**config.mk**
```make
export PLATFORM = sky130hd
export DESIGN_NAME = rgb_to_hsv_converter
export DESIGN_NICKNAME = d
export VERILOG_FILES = /design/src/rtl/rgbh_pkg.sv /design/src/rtl/rgbh_front.sv /design/src/rtl/rgbh_div.sv /design/src/rtl/rgb_to_hsv_converter.sv
export SDC_FILE = /design/constraint.sdc
export NUM_CORES = 2
export LEC_CHECK = 0
export ABC_AREA = 1
export CAP_MARGIN = 30
export CORE_ASPECT_RATIO = 1.5
export CORE_UTILIZATION = 60
export DETAILED_ROUTE_END_ITERATION = 12
export DONT_BUFFER_PORTS = 1
export MAX_ROUTING_LAYER = met4
export PLACE_DENSITY_LB_ADDON = 0.2
export SYNTH_ARGS = -nofsm -noshare
export SYNTH_HDL_FRONTEND = slang
export SYNTH_SLANG_ARGS = --single-unit
```
**constraint.sdc**
```tcl
create_clock -name clk -period 6.35 [get_ports clk]
set_clock_uncertainty 0.1 [all_clocks]
set_input_delay 0.3175 -clock clk [delete_from_list [all_inputs] [get_ports clk]]
set_output_delay 0.3175 -clock clk [all_outputs]
set_load 0.02 [all_outputs]
```
**src/rtl/rgbh_pkg.sv**
```systemverilog
// ----------------------------------------------------------------------------
// rgbh_pkg: shared types and constants for the RGB to HSV converter
// Channel width, hue scale, divider sizing and the item structs used on the
// converter ports and between its pipeline parts.
// ----------------------------------------------------------------------------
package rgbh_pkg;

  localparam int CHANNEL_BITS = 16;
  localparam int HUE_BITS = 15;

  // Hue is in 1/64 degree: one sixth of the circle is 60 * 64.
  localparam int HUE_SIXTH_BITS = 12;
  localparam logic [HUE_BITS-1:0] HUE_SIXTH = 15'd3840;
  localparam logic [HUE_BITS-1:0] HUE_GREEN_BASE = 15'd7680;
  localparam logic [HUE_BITS-1:0] HUE_BLUE_BASE = 15'd15360;
  localparam logic [HUE_BITS-1:0] HUE_FULL = 15'd23040;

  // One quotient bit per divider stage. The quotient must hold both the
  // saturation (a full channel) and a hue offset of up to one sixth.
  localparam int DIV_Q_BITS = (CHANNEL_BITS > HUE_SIXTH_BITS) ? CHANNEL_BITS
                                                              : HUE_SIXTH_BITS;
  localparam int NUM_BITS = CHANNEL_BITS + DIV_Q_BITS;

  // Clock edges from an accepted item to the sampled result strobe.
  localparam int PIPE_LATENCY = DIV_Q_BITS + 3;

  localparam logic [CHANNEL_BITS-1:0] CHAN_FULL = {CHANNEL_BITS{1'b1}};
  localparam logic [CHANNEL_BITS-1:0] DARK_RESET = CHANNEL_BITS'(1);

  typedef enum logic [1:0] {
    SEC_RED   = 2'd0,
    SEC_GREEN = 2'd1,
    SEC_BLUE  = 2'd2
  } sector_t;

  typedef struct packed {
    logic [CHANNEL_BITS-1:0] red;
    logic [CHANNEL_BITS-1:0] green;
    logic [CHANNEL_BITS-1:0] blue;
  } pixel_t;

  typedef struct packed {
    logic [HUE_BITS-1:0]     hue;
    logic [CHANNEL_BITS-1:0] saturation;
    logic [CHANNEL_BITS-1:0] brightness;
    logic                    gray;
  } hsv_t;

  // Per-item information that rides alongside the dividers.
  typedef struct packed {
    logic                    dark;
    logic                    neg;
    sector_t                 sector;
    logic [CHANNEL_BITS-1:0] vmax;
  } side_t;

endpackage

```
**src/rtl/rgbh_front.sv**
```systemverilog
// ----------------------------------------------------------------------------
// rgbh_front: channel sort and divider operand setup
// Stage one finds max, min, sector, delta, the dark flag and the signed channel
// difference. Stage two forms the saturation and hue dividends.
// ----------------------------------------------------------------------------
module rgbh_front (
  input  logic                            clk,
  input  logic                            rst_n,
  input  logic                            in_vld,
  input  rgbh_pkg::pixel_t                in_pixel,
  input  logic [rgbh_pkg::CHANNEL_BITS-1:0] thr,
  output logic                            out_vld,
  output rgbh_pkg::side_t                 out_side,
  output logic [rgbh_pkg::NUM_BITS-1:0]     sat_num,
  output logic [rgbh_pkg::CHANNEL_BITS-1:0] sat_den,
  output logic [rgbh_pkg::NUM_BITS-1:0]     hue_num,
  output logic [rgbh_pkg::CHANNEL_BITS-1:0] hue_den
);
  import rgbh_pkg::*;

  logic [CHANNEL_BITS-1:0] r, g, b;
  logic [CHANNEL_BITS-1:0] mx, mn, op_a, op_b;
  sector_t                 sector;

  logic                    s1_vld_r;
  logic [CHANNEL_BITS-1:0] s1_mx_r, s1_delta_r, s1_diff_r;
  logic                    s1_neg_r, s1_dark_r;
  sector_t                 s1_sector_r;

  logic                    s2_vld_r;
  side_t                   s2_side_r;
  logic [NUM_BITS-1:0]     s2_sat_num_r, s2_hue_num_r;
  logic [CHANNEL_BITS-1:0] s2_sat_den_r, s2_hue_den_r;

  assign r = in_pixel.red;
  assign g = in_pixel.green;
  assign b = in_pixel.blue;

  // Ties favor red, then green.
  always_comb begin
    if (r >= g && r >= b) begin
      sector = SEC_RED;
      mx     = r;
      op_a   = g;
      op_b   = b;
    end else if (g >= b) begin
      sector = SEC_GREEN;
      mx     = g;
      op_a   = b;
      op_b   = r;
    end else begin
      sector = SEC_BLUE;
      mx     = b;
      op_a   = r;
      op_b   = g;
    end
    mn = r;
    if (g < mn) mn = g;
    if (b < mn) mn = b;
  end

  always_ff @(posedge clk) begin
    if (!rst_n) begin
      s1_vld_r <= 1'b0;
      s2_vld_r <= 1'b0;
    end else begin
      s1_vld_r <= in_vld;
      s2_vld_r <= s1_vld_r;
    end
  end

  always_ff @(posedge clk) begin
    s1_mx_r     <= mx;
    s1_delta_r  <= mx - mn;
    s1_neg_r    <= (op_a < op_b);
    s1_diff_r   <= (op_a < op_b) ? (op_b - op_a) : (op_a - op_b);
    s1_sector_r <= sector;
    s1_dark_r   <= (mx < thr) || (mx == '0);
  end

  // Saturation dividend is delta * full scale, done as a shift and subtract.
  always_ff @(posedge clk) begin
    s2_side_r.dark   <= s1_dark_r;
    s2_side_r.neg    <= s1_neg_r;
    s2_side_r.sector <= s1_sector_r;
    s2_side_r.vmax   <= s1_mx_r;
    s2_sat_num_r     <= (NUM_BITS'(s1_delta_r) << CHANNEL_BITS) - NUM_BITS'(s1_delta_r);
    s2_sat_den_r     <= s1_mx_r;
    s2_hue_num_r     <= NUM_BITS'(s1_diff_r) * NUM_BITS'(HUE_SIXTH);
    s2_hue_den_r     <= s1_delta_r;
  end

  assign out_vld  = s2_vld_r;
  assign out_side = s2_side_r;
  assign sat_num  = s2_sat_num_r;
  assign sat_den  = s2_sat_den_r;
  assign hue_num  = s2_hue_num_r;
  assign hue_den  = s2_hue_den_r;

endmodule

```
**src/rtl/rgbh_div.sv**
```systemverilog
// ----------------------------------------------------------------------------
// rgbh_div: pipelined restoring divider
// One quotient bit per stage. The dividend must be below divisor times two to
// the quotient width, true of both converter uses while the divisor is nonzero.
// ----------------------------------------------------------------------------
module rgbh_div (
  input  logic                              clk,
  input  logic                              rst_n,
  input  logic                              in_vld,
  input  logic [rgbh_pkg::NUM_BITS-1:0]     in_num,
  input  logic [rgbh_pkg::CHANNEL_BITS-1:0] in_den,
  output logic                              out_vld,
  output logic [rgbh_pkg::DIV_Q_BITS-1:0]   out_quo
);
  import rgbh_pkg::*;

  localparam int STAGES = DIV_Q_BITS;

  logic                    vld_r [STAGES];
  logic [CHANNEL_BITS-1:0] rem_r [STAGES];
  logic [DIV_Q_BITS-1:0]   low_r [STAGES];
  logic [DIV_Q_BITS-1:0]   quo_r [STAGES];
  logic [CHANNEL_BITS-1:0] den_r [STAGES];

  logic                    vld_nxt [STAGES];
  logic [CHANNEL_BITS-1:0] rem_nxt [STAGES];
  logic [DIV_Q_BITS-1:0]   low_nxt [STAGES];
  logic [DIV_Q_BITS-1:0]   quo_nxt [STAGES];
  logic [CHANNEL_BITS-1:0] den_nxt [STAGES];

  for (genvar s = 0; s < STAGES; s++) begin : g_stage
    logic                    p_vld;
    logic [CHANNEL_BITS-1:0] p_rem, p_den;
    logic [DIV_Q_BITS-1:0]   p_low, p_quo;
    logic [CHANNEL_BITS:0]   trial;
    logic                    ge;

    if (s == 0) begin : g_first
      // The upper dividend bits are already below the divisor.
      assign p_vld = in_vld;
      assign p_rem = in_num[NUM_BITS-1:DIV_Q_BITS];
      assign p_low = in_num[DIV_Q_BITS-1:0];
      assign p_quo = '0;
      assign p_den = in_den;
    end else begin : g_next
      assign p_vld = vld_r[s-1];
      assign p_rem = rem_r[s-1];
      assign p_low = low_r[s-1];
      assign p_quo = quo_r[s-1];
      assign p_den = den_r[s-1];
    end

    always_comb begin
      trial      = {p_rem, p_low[DIV_Q_BITS-1]};
      ge         = (trial >= {1'b0, p_den});
      vld_nxt[s] = p_vld;
      rem_nxt[s] = ge ? CHANNEL_BITS'(trial - {1'b0, p_den}) : trial[CHANNEL_BITS-1:0];
      low_nxt[s] = p_low << 1;
      quo_nxt[s] = {p_quo[DIV_Q_BITS-2:0], ge};
      den_nxt[s] = p_den;
    end

    always_ff @(posedge clk) begin
      if (!rst_n) begin
        vld_r[s] <= 1'b0;
      end else begin
        vld_r[s] <= vld_nxt[s];
      end
    end

    always_ff @(posedge clk) begin
      rem_r[s] <= rem_nxt[s];
      low_r[s] <= low_nxt[s];
      quo_r[s] <= quo_nxt[s];
      den_r[s] <= den_nxt[s];
    end
  end

  assign out_vld = vld_r[STAGES-1];
  assign out_quo = quo_r[STAGES-1];

endmodule

```
**src/rtl/rgb_to_hsv_converter.sv**
```systemverilog
// ----------------------------------------------------------------------------
// rgb_to_hsv_converter: pipelined RGB to HSV pixel converter
// Converts one pixel per clock into hue, saturation, value and a gray flag.
// ----------------------------------------------------------------------------
// Usage:
//   An item (in_pixel) is taken at each rising edge where start is high and
//   busy is low. busy is always low, so a pixel may be offered every cycle.
//   Each result shows on out_hsv for one cycle with out_strobe high; the
//   receiver cannot hold results off and the block never needs it to.
//   The item passes two setup stages, one stage per quotient bit of the
//   16-stage dividers and the output register before the strobe rises.
//   Throughput is one item per cycle, set by the fully pipelined saturation
//   and hue dividers running side by side.
//   The dark threshold is written through cfg_valid/cfg_data; cfg_ready is
//   always high. Write it only while no items are in flight.
//   Reset (rst_n low, synchronous) drops all items in flight and sets the
//   dark threshold to one.
// ----------------------------------------------------------------------------
module rgb_to_hsv_converter (
  input  logic                              clk,
  input  logic                              rst_n,
  input  logic                              start,
  output logic                              busy,
  input  rgbh_pkg::pixel_t                  in_pixel,
  output logic                              out_strobe,
  output rgbh_pkg::hsv_t                    out_hsv,
  input  logic                              cfg_valid,
  output logic                              cfg_ready,
  input  logic [rgbh_pkg::CHANNEL_BITS-1:0] cfg_data
);
  import rgbh_pkg::*;

  logic [CHANNEL_BITS-1:0] thr_r;

  logic                    fr_vld;
  side_t                   fr_side;
  logic [NUM_BITS-1:0]     sat_num, hue_num;
  logic [CHANNEL_BITS-1:0] sat_den, hue_den;

  logic                    sat_vld, hue_vld;
  logic [DIV_Q_BITS-1:0]   sat_quo, hue_quo;

  side_t                   side_r [DIV_Q_BITS];

  logic [CHANNEL_BITS-1:0] sat;
  logic [HUE_BITS-1:0]     q;
  logic [HUE_BITS-1:0]     hue;
  side_t                   sd;

  logic                    out_strobe_r;
  hsv_t                    out_hsv_r, out_hsv_nxt;

  assign busy      = 1'b0;
  assign cfg_ready = 1'b1;

  always_ff @(posedge clk) begin
    if (!rst_n) begin
      thr_r <= DARK_RESET;
    end else if (cfg_valid && cfg_ready) begin
      thr_r <= cfg_data;
    end
  end

  rgbh_front u_front (
    .clk      (clk),
    .rst_n    (rst_n),
    .in_vld   (start && !busy),
    .in_pixel (in_pixel),
    .thr      (thr_r),
    .out_vld  (fr_vld),
    .out_side (fr_side),
    .sat_num  (sat_num),
    .sat_den  (sat_den),
    .hue_num  (hue_num),
    .hue_den  (hue_den)
  );

  rgbh_div u_sat_div (
    .clk     (clk),
    .rst_n   (rst_n),
    .in_vld  (fr_vld),
    .in_num  (sat_num),
    .in_den  (sat_den),
    .out_vld (sat_vld),
    .out_quo (sat_quo)
  );

  rgbh_div u_hue_div (
    .clk     (clk),
    .rst_n   (rst_n),
    .in_vld  (fr_vld),
    .in_num  (hue_num),
    .in_den  (hue_den),
    .out_vld (hue_vld),
    .out_quo (hue_quo)
  );

  // Sideband delay line matching the divider depth.
  always_ff @(posedge clk) begin
    side_r[0] <= fr_side;
    for (int i = 1; i < DIV_Q_BITS; i++) begin
      side_r[i] <= side_r[i-1];
    end
  end

  always_comb begin
    sd  = side_r[DIV_Q_BITS-1];
    sat = CHANNEL_BITS'(sat_quo);
    q   = HUE_BITS'(hue_quo);
    case (sd.sector)
      SEC_RED: begin
        // A negative offset wraps around the full circle.
        hue = (sd.neg && q != '0) ? (HUE_FULL - q) : q;
      end
      SEC_GREEN: begin
        hue = sd.neg ? (HUE_GREEN_BASE - q) : (HUE_GREEN_BASE + q);
      end
      SEC_BLUE: begin
        hue = sd.neg ? (HUE_BLUE_BASE - q) : (HUE_BLUE_BASE + q);
      end
      default: begin
        hue = '0;
      end
    endcase

    if (sd.dark) begin
      out_hsv_nxt.hue        = '0;
      out_hsv_nxt.saturation = '0;
      out_hsv_nxt.brightness = '0;
      out_hsv_nxt.gray       = 1'b1;
    end else if (sat == '0) begin
      out_hsv_nxt.hue        = '0;
      out_hsv_nxt.saturation = '0;
      out_hsv_nxt.brightness = sd.vmax;
      out_hsv_nxt.gray       = 1'b1;
    end else begin
      out_hsv_nxt.hue        = hue;
      out_hsv_nxt.saturation = sat;
      out_hsv_nxt.brightness = sd.vmax;
      out_hsv_nxt.gray       = 1'b0;
    end
  end

  always_ff @(posedge clk) begin
    if (!rst_n) begin
      out_strobe_r <= 1'b0;
    end else begin
      out_strobe_r <= sat_vld && hue_vld;
    end
  end

  always_ff @(posedge clk) begin
    out_hsv_r <= out_hsv_nxt;
  end

  assign out_strobe = out_strobe_r;
  assign out_hsv    = out_hsv_r;

  // Every result comes from an item accepted a fixed number of edges earlier.
  a_latency: assert property (@(posedge clk) disable iff (!rst_n)
    out_strobe |-> $past(start, PIPE_LATENCY))
    else $error("result strobe without a matching accepted item");

  a_hue_range: assert property (@(posedge clk) disable iff (!rst_n)
    (out_strobe && !out_hsv.gray) |-> (out_hsv.hue < HUE_FULL))
    else $error("hue out of range");

  a_gray_zero: assert property (@(posedge clk) disable iff (!rst_n)
    (out_strobe && out_hsv.gray) |-> (out_hsv.hue == '0 && out_hsv.saturation == '0))
    else $error("gray result with nonzero hue or saturation");

  a_color_sat: assert property (@(posedge clk) disable iff (!rst_n)
    (out_strobe && !out_hsv.gray) |-> (out_hsv.saturation != '0 && out_hsv.brightness != '0))
    else $error("colored result with zero saturation or brightness");

endmodule
```
**Yosys cells after proc, flatten, opt, wreduce, memory -nomap -nowiden**

Memories as Yosys holds them, arrays and structs flattened.
Cells that the tools add are included.

- Register bits: 207
- Memory bits (writable): 2368
- Input port bits: 68
- Word-level logic and storage cells: 237
- Memories: 11

- $add $sub $neg: 41
- Multipliers: 1
- $lt $le $gt $ge: 39
- Eq/ne operators: 2
- Multiplexer cells: 81
- Bitwise logic cells: 32
- Reductions and logical operators: 9

Memory list:

| name | words | bits a word | read ports | clocked after Yosys merged registers in | wr ports | RTL line | text |
|---|---|---|---|---|---|---|---|
| side_r | 16 | 20 | 16 | 0 | 16 | rgb_to_hsv_converter.sv:43 | `side_t side_r [DIV_Q_BITS];` |
| u_hue_div.den_r | 16 | 16 | 15 | 0 | 16 | rgbh_div.sv:23 | `logic [CHANNEL_BITS-1:0] den_r [STAGES];` |
| u_hue_div.quo_r | 16 | 16 | 16 | 0 | 16 | rgbh_div.sv:22 | `logic [DIV_Q_BITS-1:0] quo_r [STAGES];` |
| u_hue_div.rem_r | 16 | 16 | 15 | 0 | 16 | rgbh_div.sv:20 | `logic [CHANNEL_BITS-1:0] rem_r [STAGES];` |
| u_sat_div.den_r | 16 | 16 | 15 | 0 | 16 | rgbh_div.sv:23 |  |
| u_sat_div.quo_r | 16 | 16 | 16 | 0 | 16 | rgbh_div.sv:22 |  |
| +5 memories | -- | -- | -- | -- | -- | -- |  |

Operator list:

| kind | number |
|---|---|
| 16-bit two-way mux | 41 |
| 16-bit subtractor | 34 |
| 17-bit by 16-bit greater-or-equal comparator with 1-bit output | 31 |
| 16-bit less-than comparator | 4 |
| 16-bit greater-or-equal comparator | 3 |
| 15-bit two-way mux | 3 |
| 15-bit one-hot mux with 3 select lines | 1 |
| 1-bit two-way mux | 35 |
| 16-bit logical NOT | 2 |
| 1-bit bitwise OR | 32 |
| 32-bit by 16-bit subtractor with 32-bit output | 1 |
| 16-bit by 4-bit multiplier with 20-bit output (second input constant) | 1 |
| 13-bit by 16-bit greater-or-equal comparator with 1-bit output | 1 |
| 13-bit by 16-bit subtractor with 16-bit output | 1 |
| 13-bit by 15-bit adder with 15-bit output (first input constant) | 1 |
| 14-bit by 15-bit adder with 15-bit output (first input constant) | 1 |
| 15-bit nonzero test | 1 |
| 13-bit by 15-bit subtractor with 15-bit output (first input constant) | 1 |
| 14-bit by 15-bit subtractor with 15-bit output (first input constant) | 1 |
| 15-bit subtractor (first input constant) | 1 |
| 1-bit logical AND | 3 |
| 2-bit by 1-bit equality test with 1-bit output (second input constant) | 1 |
| 2-bit equality test (second input constant) | 1 |
| 2-bit logical NOT | 1 |
| 3 further kinds | 3 |

**Depth between registers and ports, before layout**

- Depth in word-level cells: 5
- Depth in mapped cells: 41
- Depth with buffers taken out: 39

**Hierarchy**

A second synthesis with hierarchy kept.

- Cell total of the unflattened synthesis: 12169
- Area total of the unflattened synthesis: 92058.3 sq um

Modules (own cells, without submodules):

| module | times used | cells each | area an instance (sq um) | seq. area each (sq um) |
|---|---|---|---|---|
| rgbh_div at u_hue_div | 1 | 5065 | 36283.5 | 15054.4 |
| rgbh_div at u_sat_div | 1 | 5015 | 35824.4 | 15054.4 |
| rgbh_front | 1 | 1305 | 10363.7 | 2822.7 |
| rgb_to_hsv_converter | 1 | 784 | 9586.7 | 7707.4 |

**Worst setup path before layout**

Ideal clock, no wire load.

- Path kind: input port to flip-flop
- From: input port in_pixel[47] (netlist bit)
- To: register u_front.s1_delta_r[14]
- Setup time: 118 ps
- Arrival time: 4524 ps
- Data required time: 6132 ps
- Slack: 1608 ps
- Stages on the path: 34
- Buffers on the path: 3
- Cell sequence: inv_1 ha_1 nand4_1 a21oi_1 nor2_2 nand2_4 clkbuf_1 buf_2 nand2_1 o21ai_0 ha_1 a21oi_1 nor2_1 a211oi_1 o221a_2 nand2_2 buf_6 nand3_1 o21ai_0 ha_1 fa_1 nor2_1 a211oi_1 o21ai_1 nand3_1 nand2_1 nand3_1 nand2_1 nand3_1 nand2_1 a21oi_1 nor2_1 nor2_1 xnor2_1

- Word-level cells in the longest chain between the ends: 5
- Elaborated cells between the ends (all ways): 9
- Classes of those cells: add/sub (1); order compare (4); mux (3); reduce/logical (1)

RTL lines:

| item | RTL line | text |
|---|---|---|
| from (decl) | rgb_to_hsv_converter.sv:24 | `input rgbh_pkg::pixel_t in_pixel,` |
| 16-bit less-than comparator | rgbh_front.sv:58 | `if (g < mn) mn = g;` |
| 16-bit two-way mux | rgbh_front.sv:58 |  |
| 16-bit less-than comparator | rgbh_front.sv:59 | `if (b < mn) mn = b;` |
| 16-bit two-way mux | rgbh_front.sv:59 |  |
| 16-bit subtractor (*) | rgbh_front.sv:74 | `s1_delta_r <= mx - mn;` |
| to (signal assigned) | rgbh_front.sv:74 |  |
| to (decl) | rgbh_front.sv:26 | `logic [CHANNEL_BITS-1:0] s1_mx_r, s1_delta_r, s1_diff_r;` |

Mark *: on every way between the ends. The rest lies on a longest branch, timed or not.
A chain may end at the register's enable or synchronous reset.

**Worst setup path in the final report**

- From: input port in_pixel[15] (netlist bit)
- To: register u_front.s1_delta_r[15]

- Word-level cells in the longest chain between the ends: 4
- Elaborated cells between the ends (all ways): 8
- Classes of those cells: add/sub (1); order compare (3); mux (3); reduce/logical (1)

RTL lines:

| item | RTL line | text |
|---|---|---|
| 16-bit greater-or-equal comparator, on equally long branches | rgbh_front.sv:46, rgbh_front.sv:41 |  |
| 16-bit two-way mux or 1-bit logical AND (tied branches) | rgbh_front.sv:46, rgbh_front.sv:41 |  |
| 16-bit two-way mux (*) | rgbh_front.sv:41 | `if (r >= g && r >= b) begin` |
| named net u_front.mx[2] | rgbh_front.sv:22 | `logic [CHANNEL_BITS-1:0] mx, mn, op_a, op_b;` |
| 16-bit subtractor (*) | rgbh_front.sv:74 |  |

The timed path passes the listed nets; every way through them passes the cells marked *.

==> implementation parameters <==
Parameter                              Value

Outcome
  Run status    finished, final reports clean

Global route
  Maximum number of pins on one net before global-route repair    49
  Via count of the first global-routing pass    51,190
  Antenna violations before repair    2
  Global-route wire length before repair    249.6 mm
  Aggregate global routing overflow    0
  Overall Global Routing Usage    0.2807

Placement
  Global placement routability congestion    0.9626
  Half-perimeter wire length after placement    123.1 mm
  I/O Buffers    0

Finish
  Final nets    8,526
  Share of the core filled with cells in the final layout    0.6684
  Top library cells by usage in the layout, fill and taps aside    sky130_fd_sc_hd__dfxtp_1, sky130_fd_sc_hd__nand2_1, sky130_fd_sc_hd__inv_1
  Proportion of layout cells with a drive suffix above 1    0.04770
  Area overhead of the layout relative to synthesis    10.46%
  Most frequent standard cell in the layout excluding fill and tap cells    sky130_fd_sc_hd__dfxtp_1
  Layout filler cell count    9,102

Setup path
  Critical Path Source    in_pixel[15]
  Critical R2R Capture    u_front.hue_num[25]
  Category of the worst setup path launch point    input port
  Delay of the slowest critical-path stage    0.62 ns
  Most common cell on crit path    sky130_fd_sc_hd__dlygate4sd3_1
  Endpoint of the most critical setup path    u_front.s1_delta_r[15]
  Cell depth of the worst flop-to-flop path    12
  WP depth    29
  CP Class    in2reg
  Worst EP arrival    6.76 ns
  Maximum net fanout on the critical path    35
  R2r startpoint    u_front.s1_diff_r[3]
  Slowest-stage cell, CP    sky130_fd_sc_hd__dlygate4sd3_1
  Worst reg-to-reg setup slack    2.65 ns
  Critical Path RT    6.90 ns
  Cell family contributing the most delay on the critical path    buffers and inverters
  Number of buffers and inverters on the critical path    9
  Sort of element at the end of the critical path    flip-flop

Floorplan
  Die width    277.6 um
  Effective utilization at floorplan    0.6051
  Height of the chip    415.4 um
  Count of standard-cell rows    151
  Floorplan Core Area    0.1130 sq mm
  Total Die Area    0.1153 sq mm
  IO Count    119

Logic synthesis
  Seq cells post-synth    1,651
  Sequential cell area fraction in the yosys report    0.4834
  Synth Cell Area    0.06837 sq mm
  Most instantiated flip-flop cell in the synthesis netlist    sky130_fd_sc_hd__dfxtp_1
  Number of distinct library cells after synthesis    71
  Number of enable flip-flop cells after synthesis    0
  Share of the synthesized area in the top cell type    0.4834
  FFs w/ async S/R, synth    0
  Cell taking the most area after synthesis    sky130_fd_sc_hd__dfxtp_1
  Average size of a mapped cell    8.975 sq um
  Cell types with the largest area share after synthesis    sky130_fd_sc_hd__dfxtp_1, sky130_fd_sc_hd__ha_1, sky130_fd_sc_hd__a21oi_1
  Net count after synthesis    8,418
  Number of warnings printed during yosys synthesis    0
  Post-synthesis cell count    7,618

STA
  Final Slew Violations    0
  Number of endpoints with negative hold slack in the final report    0
  Worst-Margin Slew    1.034 ns
  Final-report setup violation count    0
  Worst rel slew slack    0.3090
  Achievable Freq    161.1 MHz
  Final period demand of the worst path    6.208 ns
  Ratio of final minimum period to clock period    0.9776

Clock network
  CTS tree    built
  Skew-Pair Late Insertion Delay    0.77 ns
  Bufs on Longest Clock Path    3
  Total clock buffers created by CTS    148
  H-tree level count    4
  CTS Root Buffer Type    sky130_fd_sc_hd__clkbuf_16
  Clock sink count    1,651
  Clock edge transition at the registers on the reported setup and hold paths    0.07 ns

Worst hold path
  Worst min-delay path category    in2reg

Run
  Max Cap Violations    0

Route
  Number of vias after detailed routing    49,760
  Detailed Route WL    157.8 mm
  DRC Markers    0
  Number of detailed-route iterations in the first pass    6
  Detail Route Antenna Nets    0
  Initial detailed-routing violation count    2,271
  Routed length per instance    16.98 um
  Vias per cell    5.353
## sequential cells by signal (all words and copies together), names as in the netlist, 28 cells and up
name / count
u_sat_div.low_r: 105
u_hue_div.low_r: 28
u_front.sat_num: 32
u_hue_div.den_r: 240
u_hue_div.rem_r: 240
side_r: 320
u_sat_div.rem_r: 240
u_sat_div.quo_r: 136
u_hue_div.quo_r: 120
out_hsv: 48
## worst min path at each step
stage,start,to,slack (ns),depth (start not counted)
floorplan,side_r[0][96],side_r[0][116],0.21,0
global placement,side_r[0][56],side_r[0][76],0.21,0
detailed placement,side_r[0][98],side_r[0][118],0.21,0
CTS,in_pixel[19],u_front.s1_diff_r[3],0.01,4
global route,in_pixel[16],u_front.s1_mx_r[0],0.06,6
finish,in_pixel[19],u_front.s1_diff_r[3],0.05,4
## cell type report
class / instances / area [sq um] / share of cell area
Sequential cell: 1651 / 33050 / 0.4377
Clock buffer: 201 / 4195 / 0.05555
Clock inverter: 64 / 875.8 / 0.01160
Inverter: 998 / 3749 / 0.04964
Multi-Input combinational cell: 4847 / 30910 / 0.4092
Tap cell: 1453 / 1818 / 0.02407
Antenna cell: 1 / 2.502 / 0.00003314
Timing Repair Buffer: 80 / 922.1 / 0.01221
## cells in the mapped netlist, types with 18 or more instances
cell type / instances
sky130_fd_sc_hd__nor3_1: 66
sky130_fd_sc_hd__dfxtp_1: 1651
sky130_fd_sc_hd__inv_1: 981
sky130_fd_sc_hd__nand2_1: 1081
sky130_fd_sc_hd__nor2_1: 650
sky130_fd_sc_hd__nand4_1: 36
sky130_fd_sc_hd__xnor2_1: 225
sky130_fd_sc_hd__o21ai_1: 179
sky130_fd_sc_hd__xor2_1: 202
sky130_fd_sc_hd__nand3_1: 213
sky130_fd_sc_hd__fa_1: 62
sky130_fd_sc_hd__a21oi_1: 827
sky130_fd_sc_hd__o221ai_1: 62
sky130_fd_sc_hd__a21oi_2: 18
sky130_fd_sc_hd__o21ai_0: 232
sky130_fd_sc_hd__a221oi_1: 22
sky130_fd_sc_hd__a31oi_1: 25
sky130_fd_sc_hd__ha_1: 670
sky130_fd_sc_hd__o21bai_1: 25
sky130_fd_sc_hd__nand2_2: 18
sky130_fd_sc_hd__o21ai_2: 22
sky130_fd_sc_hd__buf_2: 80
sky130_fd_sc_hd__a21o_1: 31
sky130_fd_sc_hd__nor4_1: 35
## per-stage QoR
stage / setup TNS (ns) / cells / worst slack (ns) / hold WS, ns / instance area, sq um
floorplan: 0 / 7618 / 1.608 / 0.2096 / 68370
finish: 0 / 9295 / 0.1424 / 0.04573 / 75520
detailed placement: 0 / 8962 / 0.8617 / 0.2121 / 69710
global route: -0.03731 / 9295 / -0.03731 / 0.05605 / 75520
global placement: 0 / 8956 / 0.8979 / 0.2098 / 69560
CTS: 0 / 9290 / 0.09341 / 0.009745 / 75420
## tightest hold or removal path, stage by stage
cell                       delay [ns]
sky130_fd_sc_hd__o221ai_1        0.13
sky130_fd_sc_hd__inv_1           0.09
sky130_fd_sc_hd__ha_1            0.24
sky130_fd_sc_hd__xor2_1          0.10
## cell families after synthesis
logic type               after synthesis  synth area share
AO/OA/AOI/OAI                       1536            0.1267
flip-flops                          1651            0.4834
adder cells (fa/ha/maj)              732            0.1408
buffers and inverters               1120           0.06482
AND/OR/NAND/NOR                     2148            0.1291
other                                  2         0.0001098
XOR/XNOR                             427           0.05470
multiplexers                           2         0.0002928
## per-layer routing
layer | vias to the layer above | share of wire | routed length (um) | global-route usage
li1 | 25270 | - | - | -
met1 | 23090 | 0.32 | 50880 | 0.2222
met2 | 916 | 0.57 | 89860 | 0.5653
met3 | 482 | 0.032 | 5122 | 0.04351
met4 | 0 | 0.076 | 11920 | 0.1993
met5 | - | 0 | 0 | -
## what timing repair did
| item | in CTS | in global routing |
|---|---|---|
| setup endpoints to repair | 0 | 1 |
| resized for setup | 0 | 8 |
| hold endpoints to repair | 66 | 0 |
| buffers inserted | 0 | 2 |
| hold buffers | 63 | 0 |
Power is left out: the tool's default activity adds up to more than one toggle a clock period on the data nets, which glitch-free logic cannot reach.
